**config.mk**
```make
export PLATFORM = sky130hd
export DESIGN_NAME = key_edge_tracker_axis_smoother_top
export DESIGN_NICKNAME = d
export VERILOG_FILES = /design/src/design/ket_pkg.sv /design/src/design/ket_ram.sv /design/src/design/ket_axis_smoother.sv /design/src/design/key_edge_tracker_axis_smoother_top.sv
export SDC_FILE = /design/constraint.sdc
export NUM_CORES = 1
export LEC_CHECK = 0
export ABC_AREA = 1
export ABC_CLOCK_PERIOD_IN_PS = 12600
export BUFFER_PORTS_ARGS = -buffer_cell sky130_fd_sc_hd__buf_2
export CAP_MARGIN = 10
export CELL_PAD_IN_SITES_DETAIL_PLACEMENT = 0
export CELL_PAD_IN_SITES_GLOBAL_PLACEMENT = 2
export CORE_ASPECT_RATIO = 2
export CORE_MARGIN = 5
export CORE_UTILIZATION = 40
export CTS_CLUSTER_SIZE = 16
export DETAILED_ROUTE_END_ITERATION = 6
export PLACE_DENSITY_LB_ADDON = 0.1
export SLEW_MARGIN = 15
export SYNTH_ARGS = -nofsm -noshare
export SYNTH_HDL_FRONTEND = slang
export SYNTH_SLANG_ARGS = --single-unit
export TNS_END_PERCENT = 1
```
**constraint.sdc**
```tcl
create_clock -name clk -period 12.6 [get_ports clk]
set_input_delay 3.15 -clock clk [delete_from_list [all_inputs] [get_ports clk]]
set_output_delay 3.15 -clock clk [all_outputs]
set_load 0.02 [all_outputs]
```
**src/design/ket_pkg.sv**
```systemverilog
// ----------------------------------------------------------------------------
// Key edge tracker package
// Shared types, constants and the key-code decoder for the key edge tracker
// with smoothed axes.
// ----------------------------------------------------------------------------
package ket_pkg;

	// Defaults for the top-level parameters
	localparam int NUM_KEYS_DEF = 63;
	localparam int NUM_AXES_DEF = 4;

	// Axes with a fixed key pair
	localparam int AXIS_TBL = 4;

	// Register file
	localparam int APB_ADDR_W = 3;
	localparam int APB_DATA_W = 32;
	localparam logic REG_GAIN = 1'b0;
	localparam logic REG_THR  = 1'b1;
	localparam logic [7:0]  GAIN_RST = 8'd26;
	localparam logic [14:0] THR_RST  = 15'd164;

	// Q1.14 full scale
	localparam logic signed [15:0] LEVEL_POS = 16'sd16384;
	localparam logic signed [15:0] LEVEL_NEG = -16'sd16384;

	// Smoothing datapath widths
	localparam int DIFF_W = 17;
	localparam int PROD_W = 26;
	localparam logic signed [PROD_W-1:0] ROUND_HALF = 26'sd128;

	// Key phases
	typedef enum logic [1:0] {
		PH_NONE     = 2'd0,
		PH_PRESSED  = 2'd1,
		PH_HELD     = 2'd2,
		PH_RELEASED = 2'd3
	} phase_t;

	// Dense key codes
	localparam logic [7:0] KEY_UP     = 8'd0;
	localparam logic [7:0] KEY_DOWN   = 8'd1;
	localparam logic [7:0] KEY_LEFT   = 8'd2;
	localparam logic [7:0] KEY_RIGHT  = 8'd3;
	localparam logic [7:0] KEY_F1     = 8'd4;
	localparam logic [7:0] KEY_F11    = 8'd14;
	localparam logic [7:0] KEY_F12    = 8'd15;
	localparam logic [7:0] KEY_INS    = 8'd16;
	localparam logic [7:0] KEY_DEL    = 8'd17;
	localparam logic [7:0] KEY_HOME   = 8'd18;
	localparam logic [7:0] KEY_END    = 8'd19;
	localparam logic [7:0] KEY_PGUP   = 8'd20;
	localparam logic [7:0] KEY_PGDN   = 8'd21;
	localparam logic [7:0] KEY_ESC    = 8'd22;
	localparam logic [7:0] KEY_ENTER  = 8'd23;
	localparam logic [7:0] KEY_SPACE  = 8'd24;
	localparam logic [7:0] KEY_BKSP   = 8'd25;
	localparam logic [7:0] KEY_TAB    = 8'd26;
	localparam logic [7:0] KEY_DIGIT0 = 8'd27;
	localparam logic [7:0] KEY_A      = 8'd37;
	localparam logic [7:0] KEY_D      = 8'd40;
	localparam logic [7:0] KEY_S      = 8'd55;
	localparam logic [7:0] KEY_W      = 8'd59;
	localparam logic [7:0] NO_KEY     = 8'd255;

	// Extended scan codes
	localparam logic [7:0] EXT_F1   = 8'd59;
	localparam logic [7:0] EXT_F10  = 8'd68;
	localparam logic [7:0] EXT_UP   = 8'd72;
	localparam logic [7:0] EXT_DOWN = 8'd80;
	localparam logic [7:0] EXT_LEFT = 8'd75;
	localparam logic [7:0] EXT_RGHT = 8'd77;
	localparam logic [7:0] EXT_F11  = 8'd133;
	localparam logic [7:0] EXT_F12  = 8'd134;
	localparam logic [7:0] EXT_INS  = 8'd82;
	localparam logic [7:0] EXT_DEL  = 8'd83;
	localparam logic [7:0] EXT_HOME = 8'd71;
	localparam logic [7:0] EXT_END  = 8'd79;
	localparam logic [7:0] EXT_PGUP = 8'd73;
	localparam logic [7:0] EXT_PGDN = 8'd81;

	// Raw character bytes
	localparam logic [7:0] CH_ESC   = 8'd27;
	localparam logic [7:0] CH_ENTER = 8'd13;
	localparam logic [7:0] CH_SPACE = 8'd32;
	localparam logic [7:0] CH_BKSP  = 8'd8;
	localparam logic [7:0] CH_TAB   = 8'd9;
	localparam logic [7:0] CH_ZERO  = 8'd48;
	localparam logic [7:0] CH_NINE  = 8'd57;
	localparam logic [7:0] CH_UP_A  = 8'd65;
	localparam logic [7:0] CH_UP_Z  = 8'd90;
	localparam logic [7:0] CH_LO_A  = 8'd97;
	localparam logic [7:0] CH_LO_Z  = 8'd122;

	// Axis key pairs: right/left, up/down, D/A, W/S
	localparam logic [7:0] AXIS_POS_KEY [AXIS_TBL] = '{KEY_RIGHT, KEY_UP, KEY_D, KEY_W};
	localparam logic [7:0] AXIS_NEG_KEY [AXIS_TBL] = '{KEY_LEFT, KEY_DOWN, KEY_A, KEY_S};

	// Translate a report into a dense key code, NO_KEY when unknown
	function automatic logic [7:0] decode_key(input logic [7:0] ch, input logic [7:0] ext);
		logic [7:0] code;
		code = NO_KEY;
		if (ext != 8'd0) begin
			unique case (ext) inside
				[EXT_F1:EXT_F10]: code = ext - EXT_F1 + KEY_F1;
				EXT_UP:           code = KEY_UP;
				EXT_DOWN:         code = KEY_DOWN;
				EXT_LEFT:         code = KEY_LEFT;
				EXT_RGHT:         code = KEY_RIGHT;
				EXT_F11:          code = KEY_F11;
				EXT_F12:          code = KEY_F12;
				EXT_INS:          code = KEY_INS;
				EXT_DEL:          code = KEY_DEL;
				EXT_HOME:         code = KEY_HOME;
				EXT_END:          code = KEY_END;
				EXT_PGUP:         code = KEY_PGUP;
				EXT_PGDN:         code = KEY_PGDN;
				default:          code = NO_KEY;
			endcase
		end else begin
			unique case (ch) inside
				[CH_ZERO:CH_NINE]: code = ch - CH_ZERO + KEY_DIGIT0;
				[CH_UP_A:CH_UP_Z]: code = ch - CH_UP_A + KEY_A;
				[CH_LO_A:CH_LO_Z]: code = ch - CH_LO_A + KEY_A;
				CH_ESC:            code = KEY_ESC;
				CH_ENTER:          code = KEY_ENTER;
				CH_SPACE:          code = KEY_SPACE;
				CH_BKSP:           code = KEY_BKSP;
				CH_TAB:            code = KEY_TAB;
				default:           code = NO_KEY;
			endcase
		end
		return code;
	endfunction

	// Age a key phase, then apply what the frame saw
	function automatic phase_t next_phase(input phase_t ph, input logic seen, input logic phys);
		phase_t aged;
		phase_t nxt;
		case (ph)
			PH_PRESSED:  aged = PH_HELD;
			PH_RELEASED: aged = PH_NONE;
			default:     aged = ph;
		endcase
		if (seen) begin
			nxt = (aged == PH_NONE) ? PH_PRESSED : PH_HELD;
		end else if (aged == PH_HELD && !phys) begin
			nxt = PH_RELEASED;
		end else begin
			nxt = aged;
		end
		return nxt;
	endfunction

endpackage

```
**src/design/ket_ram.sv**
```systemverilog
// ----------------------------------------------------------------------------
// Generic RAM
// One write port, one read port, read data registered.
// ----------------------------------------------------------------------------
module ket_ram #(
	parameter int WIDTH = 16,
	parameter int DEPTH = 4,
	localparam int AW = (DEPTH > 1) ? $clog2(DEPTH) : 1
) (
	input  logic                 clk,
	input  logic                 we,
	input  logic [AW-1:0]        waddr,
	input  logic [WIDTH-1:0]     wdata,
	input  logic [AW-1:0]        raddr,
	output logic [WIDTH-1:0]     rdata
);
	logic [WIDTH-1:0] mem_q [DEPTH];

	// Write port
	always_ff @(posedge clk) begin
		if (we) begin
			mem_q[waddr] <= wdata;
		end
	end

	// Registered read port
	always_ff @(posedge clk) begin
		rdata <= mem_q[raddr];
	end

endmodule

```
**src/design/ket_axis_smoother.sv**
```systemverilog
// ----------------------------------------------------------------------------
// Axis smoother
// Walks the axes one per cycle through a three-stage read, multiply and
// write-back pipeline around the axis level RAM.
// ----------------------------------------------------------------------------
module ket_axis_smoother #(
	parameter int NUM_KEYS = ket_pkg::NUM_KEYS_DEF,
	parameter int NUM_AXES = ket_pkg::NUM_AXES_DEF
) (
	input  logic                clk,
	input  logic                arst_n,
	input  logic                start,
	input  logic [NUM_KEYS-1:0] key_down,
	input  logic [7:0]          gain,
	input  logic [14:0]         threshold,
	output logic                done,
	output logic signed [15:0]  axis_lvl [ket_pkg::AXIS_TBL]
);
	localparam int NA = (NUM_AXES < ket_pkg::AXIS_TBL) ? NUM_AXES : ket_pkg::AXIS_TBL;
	localparam int IW = (NA > 1) ? $clog2(NA) : 1;
	localparam logic [IW-1:0] LAST_IDX = IW'(NA - 1);

	logic          rd_act_q;
	logic [IW-1:0] rd_idx_q;
	logic [15:0]   rd_data;

	logic          v_s1;
	logic [IW-1:0] idx_s1;

	logic                                 v_s2;
	logic [IW-1:0]                        idx_s2;
	logic signed [ket_pkg::PROD_W-1:0]    prod_s2;
	logic signed [15:0]                   level_s2;
	logic signed [15:0]                   target_s2;
	logic                                 snap_s2;

	logic              vld_q [NA];
	logic signed [15:0] lvl_q [NA];

	// Stage 1 signals
	logic [7:0]                        pos_key;
	logic [7:0]                        neg_key;
	logic                              pos_dn;
	logic                              neg_dn;
	logic signed [15:0]                cur_lvl;
	logic signed [15:0]                target;
	logic signed [ket_pkg::DIFF_W-1:0] diff;
	logic [ket_pkg::DIFF_W-1:0]        mag;
	logic                              snap;

	// Stage 2 signals
	logic signed [ket_pkg::PROD_W-1:0] rounded;
	logic signed [17:0]                step;
	logic signed [17:0]                sum;
	logic signed [15:0]                new_lvl;

	// Issue one axis read per cycle after start
	always_ff @(posedge clk or negedge arst_n) begin
		if (!arst_n) begin
			rd_act_q <= 1'b0;
			rd_idx_q <= '0;
		end else if (start) begin
			rd_act_q <= 1'b1;
			rd_idx_q <= '0;
		end else if (rd_act_q) begin
			rd_idx_q <= rd_idx_q + 1'b1;
			if (rd_idx_q == LAST_IDX) begin
				rd_act_q <= 1'b0;
			end
		end
	end

	ket_ram #(
		.WIDTH (16),
		.DEPTH (NA)
	) u_level_ram (
		.clk   (clk),
		.we    (v_s2),
		.waddr (idx_s2),
		.wdata (new_lvl),
		.raddr (rd_idx_q),
		.rdata (rd_data)
	);

	// Stage 1: current level, target and distance
	always_comb begin
		pos_key = ket_pkg::AXIS_POS_KEY[2'(idx_s1)];
		neg_key = ket_pkg::AXIS_NEG_KEY[2'(idx_s1)];
		pos_dn  = 1'b0;
		neg_dn  = 1'b0;
		for (int j = 0; j < NUM_KEYS; j++) begin
			if (pos_key == 8'(j)) pos_dn = key_down[j];
			if (neg_key == 8'(j)) neg_dn = key_down[j];
		end
		if (pos_dn && !neg_dn) begin
			target = ket_pkg::LEVEL_POS;
		end else if (neg_dn && !pos_dn) begin
			target = ket_pkg::LEVEL_NEG;
		end else begin
			target = '0;
		end
		cur_lvl = vld_q[idx_s1] ? $signed(rd_data) : 16'sd0;
		diff    = $signed({target[15], target}) - $signed({cur_lvl[15], cur_lvl});
		mag     = diff[ket_pkg::DIFF_W-1] ? ket_pkg::DIFF_W'(-diff) : ket_pkg::DIFF_W'(diff);
		snap    = (gain == 8'd0) || (mag < {2'b00, threshold});
	end

	// Pipeline registers: stage 1 to stage 2
	always_ff @(posedge clk or negedge arst_n) begin
		if (!arst_n) begin
			v_s1 <= 1'b0;
			v_s2 <= 1'b0;
		end else begin
			v_s1 <= rd_act_q;
			v_s2 <= v_s1;
		end
	end

	always_ff @(posedge clk) begin
		idx_s1    <= rd_idx_q;
		idx_s2    <= idx_s1;
		prod_s2   <= diff * $signed({1'b0, gain});
		level_s2  <= cur_lvl;
		target_s2 <= target;
		snap_s2   <= snap;
	end

	// Stage 2: round the step, snap, write back
	always_comb begin
		rounded = prod_s2 + ket_pkg::ROUND_HALF;
		step    = rounded[ket_pkg::PROD_W-1:8];
		sum     = $signed({{2{level_s2[15]}}, level_s2}) + step;
		new_lvl = snap_s2 ? target_s2 : sum[15:0];
	end

	assign done = v_s2 && (idx_s2 == LAST_IDX);

	// Track written entries; an unwritten axis reads as zero
	always_ff @(posedge clk or negedge arst_n) begin
		if (!arst_n) begin
			for (int a = 0; a < NA; a++) vld_q[a] <= 1'b0;
		end else if (v_s2) begin
			vld_q[idx_s2] <= 1'b1;
		end
	end

	// Hold the published levels
	always_ff @(posedge clk) begin
		if (v_s2) begin
			lvl_q[idx_s2] <= new_lvl;
		end
	end

	for (genvar a = 0; a < ket_pkg::AXIS_TBL; a++) begin : g_out
		if (a < NA) begin : g_live
			assign axis_lvl[a] = lvl_q[a];
		end else begin : g_zero
			assign axis_lvl[a] = '0;
		end
	end

endmodule

```
**src/design/key_edge_tracker_axis_smoother_top.sv**
```systemverilog
// ----------------------------------------------------------------------------
// Key edge tracker with smoothed axes
// Tracks key phases from key reports and poll ticks and smooths up to four axes.
// ----------------------------------------------------------------------------
// A key report gives no result; reports are taken back to back, also while a
// poll result waits or while the axes update. A poll ages every key phase in
// the cycle it is taken, then walks the axes through the level RAM one per
// cycle in a three-stage pipeline. A new poll is held off until the previous
// result is taken and the axis walk is finished.
// Registers: offset 0 smoothing gain (8 bits, reset 26), offset 4 snap
// threshold (15 bits, reset 164); address bits [1:0] are ignored.
module key_edge_tracker_axis_smoother_top #(
	parameter int NUM_KEYS = ket_pkg::NUM_KEYS_DEF,
	parameter int NUM_AXES = ket_pkg::NUM_AXES_DEF
) (
	input  logic                              clk,
	input  logic                              arst_n,
	// Configuration
	input  logic                              psel,
	input  logic                              penable,
	input  logic                              pwrite,
	input  logic [ket_pkg::APB_ADDR_W-1:0]    paddr,
	input  logic [ket_pkg::APB_DATA_W-1:0]    pwdata,
	output logic [ket_pkg::APB_DATA_W-1:0]    prdata,
	output logic                              pready,
	// Input items
	input  logic                              in_valid,
	output logic                              in_stall,
	input  logic                              action,
	input  logic [7:0]                        raw_char,
	input  logic [7:0]                        extended_code,
	input  logic [NUM_KEYS-1:0]               physically_down_mask,
	// Result items
	output logic                              out_valid,
	input  logic                              out_stall,
	output logic [NUM_KEYS-1:0]               newly_pressed_mask,
	output logic [NUM_KEYS-1:0]               newly_released_mask,
	output logic [NUM_KEYS-1:0]               down_mask,
	output logic                              any_down,
	output logic signed [15:0]                axis_horizontal,
	output logic signed [15:0]                axis_vertical,
	output logic signed [15:0]                axis_horizontal_letters,
	output logic signed [15:0]                axis_vertical_letters
);
	logic [7:0]  gain_q;
	logic [14:0] thr_q;

	ket_pkg::phase_t phase_q [NUM_KEYS];
	ket_pkg::phase_t phase_nxt [NUM_KEYS];
	logic [NUM_KEYS-1:0] seen_q;
	logic [NUM_KEYS-1:0] key_down;

	logic                busy_q;
	logic                out_valid_q;
	logic [NUM_KEYS-1:0] pressed_q;
	logic [NUM_KEYS-1:0] released_q;
	logic [NUM_KEYS-1:0] down_q;
	logic                any_down_q;

	logic                in_acc;
	logic                poll_acc;
	logic                rep_acc;
	logic [7:0]          key_code;
	logic                cfg_wr;
	logic                axis_done;
	logic signed [15:0]  axis_lvl [ket_pkg::AXIS_TBL];

	logic [NUM_KEYS-1:0] pressed_nxt;
	logic [NUM_KEYS-1:0] released_nxt;
	logic [NUM_KEYS-1:0] down_nxt;

	// Register port
	assign pready = 1'b1;
	assign cfg_wr = psel && penable && pwrite;

	always_ff @(posedge clk or negedge arst_n) begin
		if (!arst_n) begin
			gain_q <= ket_pkg::GAIN_RST;
			thr_q  <= ket_pkg::THR_RST;
		end else if (cfg_wr) begin
			unique case (paddr[2])
				ket_pkg::REG_GAIN: gain_q <= pwdata[7:0];
				ket_pkg::REG_THR:  thr_q  <= pwdata[14:0];
				default: ;
			endcase
		end
	end

	always_comb begin
		unique case (paddr[2])
			ket_pkg::REG_GAIN: prdata = {24'd0, gain_q};
			ket_pkg::REG_THR:  prdata = {17'd0, thr_q};
			default:           prdata = '0;
		endcase
	end

	// Input handshake: a poll waits for the axis walk and the result slot
	assign in_stall = action && (busy_q || out_valid_q);
	assign in_acc   = in_valid && !in_stall;
	assign poll_acc = in_acc && action;
	assign rep_acc  = in_acc && !action;
	assign key_code = ket_pkg::decode_key(raw_char, extended_code);

	// Next key phases and masks for a poll
	always_comb begin
		for (int k = 0; k < NUM_KEYS; k++) begin
			phase_nxt[k]    = ket_pkg::next_phase(phase_q[k], seen_q[k], physically_down_mask[k]);
			pressed_nxt[k]  = (phase_nxt[k] == ket_pkg::PH_PRESSED);
			released_nxt[k] = (phase_nxt[k] == ket_pkg::PH_RELEASED);
			down_nxt[k]     = (phase_nxt[k] == ket_pkg::PH_PRESSED) ||
			                  (phase_nxt[k] == ket_pkg::PH_HELD);
			key_down[k]     = (phase_q[k] == ket_pkg::PH_PRESSED) ||
			                  (phase_q[k] == ket_pkg::PH_HELD);
		end
	end

	// Key state: mark seen keys on a report, advance phases on a poll
	always_ff @(posedge clk or negedge arst_n) begin
		if (!arst_n) begin
			for (int k = 0; k < NUM_KEYS; k++) phase_q[k] <= ket_pkg::PH_NONE;
			seen_q <= '0;
		end else if (poll_acc) begin
			for (int k = 0; k < NUM_KEYS; k++) phase_q[k] <= phase_nxt[k];
			seen_q <= '0;
		end else if (rep_acc) begin
			for (int k = 0; k < NUM_KEYS; k++) begin
				if (key_code == 8'(k)) seen_q[k] <= 1'b1;
			end
		end
	end

	ket_axis_smoother #(
		.NUM_KEYS (NUM_KEYS),
		.NUM_AXES (NUM_AXES)
	) u_axis (
		.clk       (clk),
		.arst_n    (arst_n),
		.start     (poll_acc),
		.key_down  (key_down),
		.gain      (gain_q),
		.threshold (thr_q),
		.done      (axis_done),
		.axis_lvl  (axis_lvl)
	);

	// Poll sequencing and result slot
	always_ff @(posedge clk or negedge arst_n) begin
		if (!arst_n) begin
			busy_q      <= 1'b0;
			out_valid_q <= 1'b0;
		end else begin
			if (poll_acc) begin
				busy_q <= 1'b1;
			end else if (axis_done) begin
				busy_q <= 1'b0;
			end
			if (axis_done) begin
				out_valid_q <= 1'b1;
			end else if (out_valid_q && !out_stall) begin
				out_valid_q <= 1'b0;
			end
		end
	end

	// Capture the masks when the poll is taken
	always_ff @(posedge clk) begin
		if (poll_acc) begin
			pressed_q  <= pressed_nxt;
			released_q <= released_nxt;
			down_q     <= down_nxt;
			any_down_q <= |down_nxt;
		end
	end

	assign out_valid               = out_valid_q;
	assign newly_pressed_mask      = pressed_q;
	assign newly_released_mask     = released_q;
	assign down_mask               = down_q;
	assign any_down                = any_down_q;
	assign axis_horizontal         = axis_lvl[0];
	assign axis_vertical           = axis_lvl[1];
	assign axis_horizontal_letters = axis_lvl[2];
	assign axis_vertical_letters   = axis_lvl[3];

	// A result never waits while the axis walk is still running
	a_no_result_while_busy: assert property (@(posedge clk) disable iff (!arst_n)
		!(busy_q && out_valid_q))
		else $error("result valid during axis update");

	// The axis walk ends only inside a poll
	a_done_in_poll: assert property (@(posedge clk) disable iff (!arst_n)
		axis_done |-> busy_q)
		else $error("axis done outside a poll");

	// A taken poll starts the axis walk
	a_poll_starts: assert property (@(posedge clk) disable iff (!arst_n)
		poll_acc |=> busy_q)
		else $error("poll did not start axis update");

	// The summary flag agrees with the down mask
	a_any_down: assert property (@(posedge clk) disable iff (!arst_n)
		out_valid_q |-> (any_down_q == (|down_q)))
		else $error("any_down disagrees with down mask");

endmodule

```
==> key figures <==
Run
  – MaxCap Viol Count: 0

Clocking
  – CTS tree: built
  – Setup Fix Bufs, Post-CTS: 0
  – Cts bufs inserted: between 50 and 60
  – Clock buffer depth: 3
  – Worst-path clk slew: 70 ps
  – Root buffer cell: clkbuf_16
  – Hold_buf cts: 0
  – Maximum level of the CTS H-tree: 2
  – Clock sinks: between 500 and 600
  – Worst skew pair latency: 620 ps
  – Cts repair resizes: 0

Logic synthesis
  – Syn Area/Cell: 9.48 um2
  – Largest area contributor in the netlist: edfxtp_1
  – Netlist cell types: between 50 and 60
  – Dominant synthesized flop cell: edfxtp_1
  – Number of synthesis warnings: 0
  – Post-Synth Simple-Gate Area: about 14%
  – Largest family of logic cells by synthesized area: adder cells
  – Compound-cell area share of the yosys netlist: under 10%
  – Synth Area in Adders: between 20% and 30%
  – Synth Register Bits: about 530
  – Post-synth ARST share: a little over two fifths
  – Share of the synthesized area in the top cell type: 24.4%
  – Number of synthesized flops with an enable pin: ~250
  – Mapped Cells: 3302
  – Mux share of post-synthesis cell area: 0%
  – Seq/Total Area, Yosys: 45.8%
  – XOR/XNOR share of the synthesized area: under 10%
  – Ranking of synthesized cells by area: edfxtp_1, dfrtp_1, ha_1
  – Synthesized cell area: around 0.031 mm2

STA
  – Tmin final: about 7600 ps
  – Fin crit share: 60.3%
  – Final setup viols: 0
  – RSZ-0062 raised after global routing: false
  – Total Neg Setup Slack: 0 ps
  – Max-slew headroom: 25.1%
  – Final Hold Fails: 0
  – Worst-Margin Slew: 1120 ps
  – Fmax: approximately 130 MHz
  – Skew final: between 20 and 30 ps
  – Fin. max-slew vios: 0

Critical path
  – Worst Setup SP: u_axis.idx_s1[1]$_DFF_P_
  – Critical path depth: 34
  – Flop2flop setup slack: 5000 ps
  – Worst EP required: 13100 ps
  – CP max stage cell: fa_1
  – Highest cell delay on the worst timing path: about 600 ps
  – Reg2reg end: u_axis.prod_s2[23]$_DFF_P_
  – Worst r2r src: u_axis.idx_s1[1]$_DFF_P_
  – Most frequent CP cell: inv_1
  – Largest delay share family, worst path: adder cells
  – CP Capture Point: u_axis.prod_s2[23]$_DFF_P_
  – Arrival time at the worst endpoint: approximately 8100 ps
  – R2R cell count: 34
  – Endpoint type of the worst setup path: register
  – Crit path buffers/inverters: 9
  – CP Class: register to register
  – Max FO, Critical Path: 19
  – CP Launch Type: register

Place
  – IO Port Bufs: 373
  – GPL Wtd Cong: approximately 0.9
  – DP HPWL: 75.0 mm

Global routing
  – Largest net degree at the start of global routing: 135
  – Total GRT Usage: between 20 and 25%
  – First-pass GRT wire length: approximately 140 mm
  – Vias in the first global route: 24700
  – Initial antenna violation count: 4
  – Global route overflow: 0

Drt
  – Vias: 23600
  – Routed WL: around 95 mm
  – Wire length on met3: approximately 4 mm
  – DRT antenna net count: 0
  – DRT Pass-1 Iters: 5
  – DRC viols: 0
  – Starting DRT DRC Count: ~1200
  – M1 wire length: between 30 and 40 mm
  – DR top layer: met4
  – Avg Vias per Cell: 4.99
  – Avg WL per Cell: between 20 and 25 um
  – Met2 WL post-DR: between 50 and 60 mm

Layout
  – Share of cells above drive strength 1: approximately 15%
  – Most common cell after layout, fill and taps aside: inv_1
  – Syn-to-layout area delta: 14.6%
  – Fillers: around 7500
  – Final #Nets: 4237
  – Most frequent cells in the layout: inv_1, nand2_1, buf_2

Floorplan
  – I/O pins: between 400 and 500
  – Core ar.: 0.0778 mm2
  – # rows: approximately 150
  – Die Y: between 400 and 500 um
  – Die Width: just over 200 um
  – Die area: 0.0843 mm2
  – Starting Density: 40.2%

Run status
  – Status: finished, final reports clean

Hold path
  – Min-Delay Path Class: register to register
[flip-flops by register name, indices dropped and copies added (netlist names)]
name	count
u_axis.idx_s2	2
busy_q	1
out_valid	1
any_down	1
u_axis.idx_s1	2
u_axis.rd_idx_q	2
down_mask	63
u_axis.target_s2	2
thr_q	15
newly_released_mask	63
u_axis.vld_q	4
u_axis.v_s1	1
seen_q	63
u_axis.lvl_q	48
u_axis.snap_s2	1
gain_q	8
newly_pressed_mask	63
u_axis.v_s2	1
u_axis.prod_s2	17
phase_q	126
u_axis.u_level_ram.rdata	16
u_axis.level_s2	16
u_axis.rd_act_q	1
u_axis.u_level_ram.mem_q	16
[final cells by class]
class | instances | area (um2) | area share [%]
antenna | 2 | 5.00 | 0.0139
clock inverter | 24 | 203 | 0.565
inverter | 574 | 2160 | 6.02
tap | 1029 | 1290 | 3.59
timing repair buffer | 385 | 1970 | 5.48
clock buffer | 72 | 1520 | 4.24
sequential | 533 | 14300 | 40.0
multi-input combinational | 2117 | 14400 | 40.1
[synthesized netlist by cell type (8+ instances only)]
| master | count |
|---|---|
| a21oi_1 | 194 |
| buf_4 | 19 |
| clkbuf_1 | 64 |
| dfrtp_1 | 217 |
| dfxtp_1 | 56 |
| edfxtp_1 | 254 |
| fa_1 | 100 |
| ha_1 | 353 |
| inv_1 | 565 |
| nand2_1 | 481 |
| nand2_2 | 19 |
| nand2_4 | 8 |
| nand3_1 | 112 |
| nand4_1 | 17 |
| nor2_1 | 276 |
| nor2_2 | 9 |
| nor2_4 | 8 |
| nor3_1 | 74 |
| nor4_1 | 18 |
| o211ai_1 | 8 |
| o21ai_0 | 293 |
| o21ai_1 | 8 |
| o22ai_1 | 17 |
| xnor2_1 | 11 |
| xor2_1 | 39 |
[per-layer routing]
layer | vias to the layer above | track usage, %
met3 | 176 | 2.76
met5 | - | 0
li1 | 11400 | -
met2 | 628 | 43.9
met1 | 11400 | 23.5
met4 | 0 | 9.31
[worst min-delay path by stage]
stage / startpoint / end / slack (ps) / cells past startpoint
floorplan: u_axis.v_s1$_DFF_PN0_ / u_axis.v_s2$_DFF_PN0_ / 330 / 0
global placement: u_axis.v_s1$_DFF_PN0_ / u_axis.v_s2$_DFF_PN0_ / 340 / 0
detailed placement: u_axis.v_s1$_DFF_PN0_ / u_axis.v_s2$_DFF_PN0_ / 340 / 0
CTS: u_axis.v_s1$_DFF_PN0_ / u_axis.v_s2$_DFF_PN0_ / 360 / 0
global route: u_axis.v_s1$_DFF_PN0_ / u_axis.v_s2$_DFF_PN0_ / 370 / 0
finish: u_axis.v_s1$_DFF_PN0_ / u_axis.v_s2$_DFF_PN0_ / 360 / 0
[per-stage QoR]
step,setup WS [ps],instance area (um2),util (%),std cells,hold slack (ps)
detailed placement,5060,34200,43.9,4638,340
finish,5000,35900,46.1,4736,360
CTS,4960,35900,46.1,4734,361
floorplan,2730,31400,-,3318,331
global route,4350,35900,46.1,4735,372
global placement,5030,34200,43.9,4638,341
[cells by family (layout without fill, tap and decap cells)]
logic type,Yosys count,count (layout)
adders and majority gates,453,453
AOI/OAI and AO/OA,554,554
and+or+nand+nor,1041,1041
other,2,20
xor gates and xnor gates,51,51
buffers and inverters,668,1055
DFF,533,533
Power is left out: the tool's default activity adds up to more than one toggle a clock period on the data nets, which glitch-free logic cannot reach.
